$ cat config.mk
export PLATFORM = sky130hd
export DESIGN_NAME = mean_and_median_of_set
export DESIGN_NICKNAME = d
export VERILOG_FILES = /design/src/rtl/core/mams_pkg.sv /design/src/rtl/core/mams_cell.sv /design/src/rtl/core/mams_div.sv /design/src/rtl/core/mean_and_median_of_set.sv
export SDC_FILE = /design/constraint.sdc
export NUM_CORES = 2
export LEC_CHECK = 0
export ABC_AREA = 0
export ABC_CLOCK_PERIOD_IN_PS = 6200
export BUFFER_PORTS_ARGS = -buffer_cell sky130_fd_sc_hd__buf_2
export CORE_MARGIN = 2
export CORE_UTILIZATION = 45
export CTS_CLUSTER_DIAMETER = 50
export DETAILED_ROUTE_END_ITERATION = 7
export HOLD_SLACK_MARGIN = 0.02
export PLACE_DENSITY_LB_ADDON = 0.3
export SYNTH_ARGS = -nofsm -noshare
export SYNTH_HDL_FRONTEND = slang
export SYNTH_SLANG_ARGS = --single-unit
$ cat constraint.sdc
create_clock -name clk_i -period 6.2 [get_ports clk_i]
set_input_delay 0 -clock clk_i [delete_from_list [all_inputs] [get_ports clk_i]]
set_output_delay 0 -clock clk_i [all_outputs]
set_load 0.03 [all_outputs]
$ cat src/rtl/core/mams_pkg.sv
package mams_pkg;

  // default sizing
  localparam int unsigned DefMaxResponses = 128;
  localparam int unsigned DefValueBits    = 4;

  // fixed port widths
  localparam int unsigned ResponseW = 4;
  localparam int unsigned CountW    = 8;
  localparam int unsigned TotalW    = 11;
  localparam int unsigned MeanW     = 12;
  localparam int unsigned MedianW   = 4;
  localparam int unsigned FracBits  = 8;

  // sequencer states
  typedef enum logic [1:0] {
    ST_IDLE,
    ST_START,
    ST_CALC,
    ST_EMIT
  } state_e;

  // command to every cell of the sort chain
  typedef struct packed {
    logic ins;    // insert din in sorted place
    logic shift;  // move one place toward cell 0
  } cell_ctrl_t;

endpackage

$ cat src/rtl/core/mams_cell.sv
module mams_cell #(
  parameter int unsigned VW  = mams_pkg::DefValueBits,
  parameter int unsigned CW  = 8,
  parameter int unsigned IDX = 0
) (
  input  logic                 clk_i,
  input  mams_pkg::cell_ctrl_t ctrl_i,
  input  logic [VW-1:0]        din_i,
  input  logic [CW-1:0]        count_i,
  input  logic [VW-1:0]        prev_val_i,
  input  logic                 prev_gt_i,
  input  logic [VW-1:0]        next_val_i,
  output logic [VW-1:0]        val_o,
  output logic                 gt_o
);

  logic [VW-1:0] val_q, val_d;

  // slot is empty or holds a larger value: the new word lands here or below
  assign gt_o = (count_i <= CW'(IDX)) || (val_q > din_i);

  // insert takes the left neighbor or the new word; drain takes the right neighbor
  always_comb begin
    val_d = val_q;
    if (ctrl_i.shift) begin
      val_d = next_val_i;
    end else if (ctrl_i.ins && gt_o) begin
      val_d = prev_gt_i ? prev_val_i : din_i;
    end
  end

  always_ff @(posedge clk_i) begin
    val_q <= val_d;
  end

  assign val_o = val_q;

endmodule

$ cat src/rtl/core/mams_div.sv
module mams_div #(
  parameter int unsigned NW = 20,
  parameter int unsigned DW = 8
) (
  input  logic          clk_i,
  input  logic          rst_ni,
  input  logic          start_i,
  input  logic [NW-1:0] dividend_i,
  input  logic [DW-1:0] divisor_i,
  output logic          busy_o,
  output logic [NW-1:0] quot_o
);

  localparam int unsigned CntW = $clog2(NW + 1);

  logic [NW-1:0]   dvd_q, dvd_d;
  logic [NW-1:0]   quot_q, quot_d;
  logic [DW-1:0]   rem_q, rem_d;
  logic [CntW-1:0] cnt_q, cnt_d;
  logic            busy_q, busy_d;
  logic [DW:0]     trial;
  logic            fits;

  // one restoring step per cycle, quotient msb first
  assign trial = {rem_q, dvd_q[NW-1]};
  assign fits  = trial >= {1'b0, divisor_i};

  always_comb begin
    dvd_d  = dvd_q;
    quot_d = quot_q;
    rem_d  = rem_q;
    cnt_d  = cnt_q;
    busy_d = busy_q;
    if (start_i) begin
      dvd_d  = dividend_i;
      rem_d  = '0;
      cnt_d  = CntW'(NW);
      busy_d = 1'b1;
    end else if (busy_q) begin
      dvd_d  = {dvd_q[NW-2:0], 1'b0};
      quot_d = {quot_q[NW-2:0], fits};
      rem_d  = fits ? DW'(trial - {1'b0, divisor_i}) : trial[DW-1:0];
      cnt_d  = cnt_q - CntW'(1);
      busy_d = cnt_q != CntW'(1);
    end
  end

  always_ff @(posedge clk_i or negedge rst_ni) begin
    if (!rst_ni) begin
      cnt_q  <= '0;
      busy_q <= 1'b0;
    end else begin
      cnt_q  <= cnt_d;
      busy_q <= busy_d;
    end
  end

  always_ff @(posedge clk_i) begin
    dvd_q  <= dvd_d;
    quot_q <= quot_d;
    rem_q  <= rem_d;
  end

  assign busy_o = busy_q;
  assign quot_o = quot_q;

endmodule

$ cat src/rtl/core/mean_and_median_of_set.sv
// Collects a set of response words, one each time start is seen while busy is low, and on the word
// flagged last reports count, sum, mean (sum*256/count, 8 fraction bits,
// rounded down) and median (element count/2 of the set sorted ascending).
// Each accepted word lands in its sorted place in a chain of MAX_RESPONSES
// cells. The closing word keeps busy high while the mean comes from a
// one-bit-per-cycle divider over Q bits, Q being the sum width plus 8 (20
// at the defaults), and the median is found by draining the cell chain
// toward cell 0 count/2 places. The result sits on the outputs for the
// single cycle valid_o is high and must be captured then. Words past
// MAX_RESPONSES are dropped and raise overflow_o on the result of that set.
module mean_and_median_of_set #(
  parameter int unsigned MAX_RESPONSES = mams_pkg::DefMaxResponses,
  parameter int unsigned VALUE_BITS    = mams_pkg::DefValueBits
) (
  input  logic                           clk_i,
  input  logic                           rst_ni,
  input  logic                           start,
  output logic                           busy,
  input  logic [mams_pkg::ResponseW-1:0] response_i,
  input  logic                           last_i,
  output logic                           valid_o,
  output logic [mams_pkg::CountW-1:0]    count_o,
  output logic [mams_pkg::TotalW-1:0]    total_o,
  output logic [mams_pkg::MeanW-1:0]     mean_q8_o,
  output logic [mams_pkg::MedianW-1:0]   median_o,
  output logic                           overflow_o
);

  localparam int unsigned VW = VALUE_BITS;
  localparam int unsigned CW = $clog2(MAX_RESPONSES + 1);
  localparam int unsigned SW = CW + VW;
  localparam int unsigned QW = SW + mams_pkg::FracBits;

  mams_pkg::state_e     state_q, state_d;
  mams_pkg::cell_ctrl_t ctrl;

  logic [CW-1:0] count_q, count_d;
  logic [SW-1:0] sum_q, sum_d;
  logic          drop_q, drop_d;
  logic [CW-1:0] shcnt_q, shcnt_d;
  logic          accept;
  logic          full;
  logic          div_start;
  logic          div_busy;
  logic [QW-1:0] quot;
  logic [VW-1:0] din;
  logic [VW+mams_pkg::ResponseW-1:0] resp_ext;

  logic [VW-1:0] val_w [MAX_RESPONSES];
  logic          gt_w  [MAX_RESPONSES];

  // incoming word cut or widened to the value width
  assign resp_ext = {{VW{1'b0}}, response_i};
  assign din      = resp_ext[VW-1:0];

  assign accept = start && !busy;
  assign full   = count_q == CW'(MAX_RESPONSES);

  // next state
  always_comb begin
    state_d = state_q;
    unique case (state_q)
      mams_pkg::ST_IDLE:  if (accept && last_i) state_d = mams_pkg::ST_START;
      mams_pkg::ST_START: state_d = mams_pkg::ST_CALC;
      mams_pkg::ST_CALC:  if (!div_busy && shcnt_q == '0) state_d = mams_pkg::ST_EMIT;
      mams_pkg::ST_EMIT:  state_d = mams_pkg::ST_IDLE;
      default:            state_d = mams_pkg::ST_IDLE;
    endcase
  end

  // sequencer outputs
  always_comb begin
    ctrl.ins   = 1'b0;
    ctrl.shift = 1'b0;
    div_start  = 1'b0;
    busy       = 1'b1;
    valid_o    = 1'b0;
    unique case (state_q)
      mams_pkg::ST_IDLE: begin
        busy     = 1'b0;
        ctrl.ins = start && !full;
      end
      mams_pkg::ST_START: div_start = 1'b1;
      mams_pkg::ST_CALC:  ctrl.shift = shcnt_q != '0;
      mams_pkg::ST_EMIT:  valid_o = 1'b1;
      default:            busy = 1'b1;
    endcase
  end

  // set bookkeeping
  always_comb begin
    count_d = count_q;
    sum_d   = sum_q;
    drop_d  = drop_q;
    shcnt_d = shcnt_q;
    if (accept) begin
      if (full) begin
        drop_d = 1'b1;
      end else begin
        count_d = count_q + CW'(1);
        sum_d   = sum_q + SW'(din);
      end
    end
    if (state_q == mams_pkg::ST_START) begin
      shcnt_d = count_q >> 1;
    end else if (ctrl.shift) begin
      shcnt_d = shcnt_q - CW'(1);
    end
    if (state_q == mams_pkg::ST_EMIT) begin
      count_d = '0;
      sum_d   = '0;
      drop_d  = 1'b0;
    end
  end

  always_ff @(posedge clk_i or negedge rst_ni) begin
    if (!rst_ni) begin
      state_q <= mams_pkg::ST_IDLE;
      count_q <= '0;
      sum_q   <= '0;
      drop_q  <= 1'b0;
      shcnt_q <= '0;
    end else begin
      state_q <= state_d;
      count_q <= count_d;
      sum_q   <= sum_d;
      drop_q  <= drop_d;
      shcnt_q <= shcnt_d;
    end
  end

  // sorted chain of value cells
  for (genvar i = 0; i < MAX_RESPONSES; i++) begin : g_cell
    mams_cell #(
      .VW (VW),
      .CW (CW),
      .IDX(i)
    ) u_cell (
      .clk_i     (clk_i),
      .ctrl_i    (ctrl),
      .din_i     (din),
      .count_i   (count_q),
      .prev_val_i((i == 0) ? '0 : val_w[(i == 0) ? 0 : i-1]),
      .prev_gt_i ((i == 0) ? 1'b0 : gt_w[(i == 0) ? 0 : i-1]),
      .next_val_i((i == MAX_RESPONSES-1) ? '0 : val_w[(i == MAX_RESPONSES-1) ? i : i+1]),
      .val_o     (val_w[i]),
      .gt_o      (gt_w[i])
    );
  end

  // mean divider
  mams_div #(
    .NW(QW),
    .DW(CW)
  ) u_div (
    .clk_i     (clk_i),
    .rst_ni    (rst_ni),
    .start_i   (div_start),
    .dividend_i({sum_q, {mams_pkg::FracBits{1'b0}}}),
    .divisor_i (count_q),
    .busy_o    (div_busy),
    .quot_o    (quot)
  );

  // result fields cut or widened to the port widths
  logic [CW+mams_pkg::CountW-1:0]  cnt_ext;
  logic [SW+mams_pkg::TotalW-1:0]  sum_ext;
  logic [QW+mams_pkg::MeanW-1:0]   mean_ext;
  logic [VW+mams_pkg::MedianW-1:0] med_ext;

  assign cnt_ext    = {{mams_pkg::CountW{1'b0}}, count_q};
  assign sum_ext    = {{mams_pkg::TotalW{1'b0}}, sum_q};
  assign mean_ext   = {{mams_pkg::MeanW{1'b0}}, quot};
  assign med_ext    = {{mams_pkg::MedianW{1'b0}}, val_w[0]};
  assign count_o    = cnt_ext[mams_pkg::CountW-1:0];
  assign total_o    = sum_ext[mams_pkg::TotalW-1:0];
  assign mean_q8_o  = mean_ext[mams_pkg::MeanW-1:0];
  assign median_o   = med_ext[mams_pkg::MedianW-1:0];
  assign overflow_o = drop_q;

  // checks
  a_cnt_range: assert property (@(posedge clk_i) disable iff (!rst_ni)
    count_q <= CW'(MAX_RESPONSES))
    else $error("set count beyond capacity");

  a_emit_nonzero: assert property (@(posedge clk_i) disable iff (!rst_ni)
    valid_o |-> count_q != '0)
    else $error("result with empty set");

  a_emit_settled: assert property (@(posedge clk_i) disable iff (!rst_ni)
    valid_o |-> (!div_busy && shcnt_q == '0))
    else $error("result before divider or drain finished");

  a_last_busy: assert property (@(posedge clk_i) disable iff (!rst_ni)
    (accept && last_i) |=> (busy && div_start))
    else $error("closing word did not start the calculation");

  a_clear_after: assert property (@(posedge clk_i) disable iff (!rst_ni)
    valid_o |=> (count_q == '0 && sum_q == '0 && !drop_q))
    else $error("set state not cleared after result");

endmodule

==> metrics.md <==
| Metric | Value |
|---|---|
| Status | complete, no violations |
| Final std cells w/o fill | 5755 |
| Flops & latches, synth | 581 |
| Layout area overhead | 9.86% |
| TritonCTS clock tree | yes |
| Reg2reg start | count_o[0] |
| RePlAce Congestion | 0.865 |
| Rel. slew slack | roughly 18% |
| Post-synth EDFFs | 532 |
| Hold Vio Cnt, Final | 0 |
| Post-synth top cells | 786 x o21ai_0, 695 x nand2_1, 538 x ha_1 |
| Antenna violations before repair | 1 |
| Power Density | about 550 mW/mm2 |
| Count leader, synth | o21ai_0 |
| Unrepaired setup endpoints after global routing | false |
| Final instance area | 0.0476 mm2 |
| Area occupied by multi-input gates | 0.0241 mm2 |
| Setup Skew | 0.0310 ns |
| Vias per inst | between 6 and 7 |
| Sequential power share | 38.5% |
| Setup TNS | 0 ns |
| Placed cell areas | 0.0445 mm2 |
| H-tree depth | 3 |
| Fraction of registers with async set/reset | about 6.4% |
| Critical-path cell list | inv_1 -> ha_1 -> nor3b_2 -> nand4_1 -> nand3_4 -> buf_12 -> o21ai_0 |
| Final #Nets | 4965 |
| Main synth FF type | edfxtp_1 |
| Critical path required time | around 6.5 ns |
| DR iter-0 viols | 3242 |
| Vias in the first global route | 33700 |
| Placed cell count | 5585 |
| Comb pwr share | 41.3% |
| Pre-CTS WS | 1.99 ns |
| Crit. End Element | register |
| Overflow after GRT | 0 |
| Buffers on Ports | 45 |
| Worst EP arrival | 4.56 ns |
| Part of the power in the clock network | 20.2% |
| Pwr Total | 26.0 mW |
| Synth Instances | 4502 |
| Clk_lat worst skew | 0.66 ns |
| R2r endpoint | g_cell[30].u_cell.val_o[3] |
| Fin. max-slew vios | 0 |
| Period utilization | 68.9% |
| Starting density of the core | between 40% and 50% |
| Worst r2r path cells | 7 |
| Total wire length | 125000 um |
| CP max stage cell | nor3b_2 |
| First-pass GRT wire length | 195000 um |
| Layout fillers | approximately 8700 |
| Reg area | 0.0171 mm2 |
| Final setup fails | 0 |
| Share of the synthesized area in the top cell type | 36.8% |
| CP Class | reg -> reg |
| Synth cell types | between 70 and 80 |
| Largest net degree at the start of global routing | 294 |
| DRC Markers | 0 |
| Clock tree buffer depth | 3 |
| Cell taking the most area after synthesis | edfxtp_1 |
| Crit Path Max Fanout | 77 |
| Final ANT Viol Nets | 0 |
| Post-Synthesis Net Count | 5050 |
| Detailed placement HPWL | around 82000 um |
| Post-route minimum period | 4.27 ns |
| Switch Pwr | 10.8 mW |
| Slew @ Worst Pin | 1.22 ns |
| Flop2flop setup slack | 1.93 ns |
| Seq/Total Area, Yosys | between 30% and 40% |
| Layout cells sized above 1 | 7.88% |
| Sw frac | a little over two fifths |
| CP Launch Type | register |
| CTS Buf Count | 88 |
| Num rows | 113 |
| Die area | approximately 0.1 mm2 |
| P_leak | 17.8 nW |
| Max Fclk | approximately 230 MHz |
| Average wire per standard cell | ~22 um |
| Top Ports | 46 |
| Clock Pin Slew Worst Setup and Hold Paths | 0.06 ns |
| Ranking of synthesized cells by area | edfxtp_1 37%, ha_1 16%, mux2i_1 11% |
| Min-delay worst type | in -> async |
| First drt pass iteration count | 6 |
| Worst setup path startpoint | count_o[0] |
| Core area | 0.0953 mm2 |
| Antenna cells | 0 |
| Clk sink count | 581 |
| Maximum vdd drop | roughly 470 uV |
| Syn. warnings | 0 |
| Maxcap violations | 0 |
| Mapped Area | 0.0434 mm2 |
| Crit path to | g_cell[30].u_cell.val_o[3] |
| GRT Total Usage | between 20% and 30% |
| Vias | about 35000 |
| Die Width | 314 um |
| PnR worst setup slack | 1.93 ns |
| Root buffer cell | clkbuf_16 |
| Chip height | 314 um |
| Worst path max stage delay | 0.82 ns |
| Syn avg cell area | 9.63 um2 |
| Internal Pwr Total | about 15 mW |
## layout by cell type, fill, tap and decap left out, types with 35 or more instances in the layout
cell type / count
nor2b_1: 41
a21oi_1: 283
edfxtp_1: 532
buf_2: 41
nand2_1: 695
dfrtp_1: 35
inv_1: 252
nand4_1: 128
buf_4: 43
o21ai_0: 783
ha_1: 538
nor2_1: 61
clkbuf_16: 91
mux2i_1: 497
## repair_timing
action                                 CTS  global route
endpoints found under the hold margin   66             0
hold buffers                             7             0
resized for setup                        0             0
setup buffers                            0             0
## critical path: cells and delay by family, from the launching register on
family / cells / cell delay, ns
AND/OR/NAND/NOR: 3 / 1.69
buffers and inverters: 2 / 0.75
flip-flops: 1 / 0.56
adder cells (fa/ha/maj): 1 / 0.53
AO/OA/AOI/OAI: 1 / 0.33
## cell type report
class	count	area share, %
repair buffers	102	1.65
clock inverters	60	1.55
inverters	257	2.06
well taps	1265	3.32
clock buffers	103	4.87
flip-flops and latches	581	36.0
multi-input cells	3387	50.6
## state kept, by name, indices dropped and copies added (netlist names), 2 cells and up
name                 flops
count_o                  8
u_div.cnt_q              5
u_div.dvd_q             12
sum_q                   12
shcnt_q                  8
state_q                  2
g_cell.u_cell.val_o    512
u_div.rem_q              8
u_div.quot_o            12
## through the flow
step	hold slack [ns]	utilization [%]
finish	0.0737	50.0
global route	0.0825	50.0
CTS	0.0249	50.0
detailed placement	0.197	46.7
global placement	0.191	46.7
floorplan	-0.296	-
## power by group through the flow
stage / Combinational (mW) / Clock [mW] / Sequential [mW]
after floorplan: 8.15 / 0 / 9.18
after global placement: 10.2 / 0 / 10.0
after detailed placement: 10.5 / 0 / 10.0
after CTS: 10.6 / 5.30 / 9.97
after global routing: 12.3 / 5.48 / 10.2
final: 10.7 / 5.25 / 10.0
## metal layers
layer | part of all wire, % | wire [um] | GRT usage, %
met1 | 43 | 54100 | 34.0
met2 | 46 | 57200 | 40.0
met3 | 7.6 | 9470 | 3.73
met4 | 3.4 | 4230 | 9.46
met5 | 0 | 0 | 0
## worst min path at each step
stage,start,end,depth (start not counted)
global route,response_i[0],g_cell[127].u_cell.val_o[0],3
global placement,rst_ni,u_div.cnt_q[0],1
finish,rst_ni,u_div.cnt_q[2],2
CTS,response_i[0],g_cell[127].u_cell.val_o[0],3
detailed placement,rst_ni,u_div.cnt_q[0],1
floorplan,rst_ni,count_o[0],0
## logic make-up (layout without fill, tap and decap cells)
kind of cell	Yosys count	count (layout)	synth area share, %
AOI/OAI and AO/OA	1266	1266	16.6
adders and majority gates	540	540	15.6
xor gates and xnor gates	29	29	0.586
buffers and inverters	534	522	5.04
and+or+nand+nor	1043	1043	10.8
muxes	509	509	11.8
DFF	581	581	39.5
No activity file was read; power rests on OpenSTA's default activity.
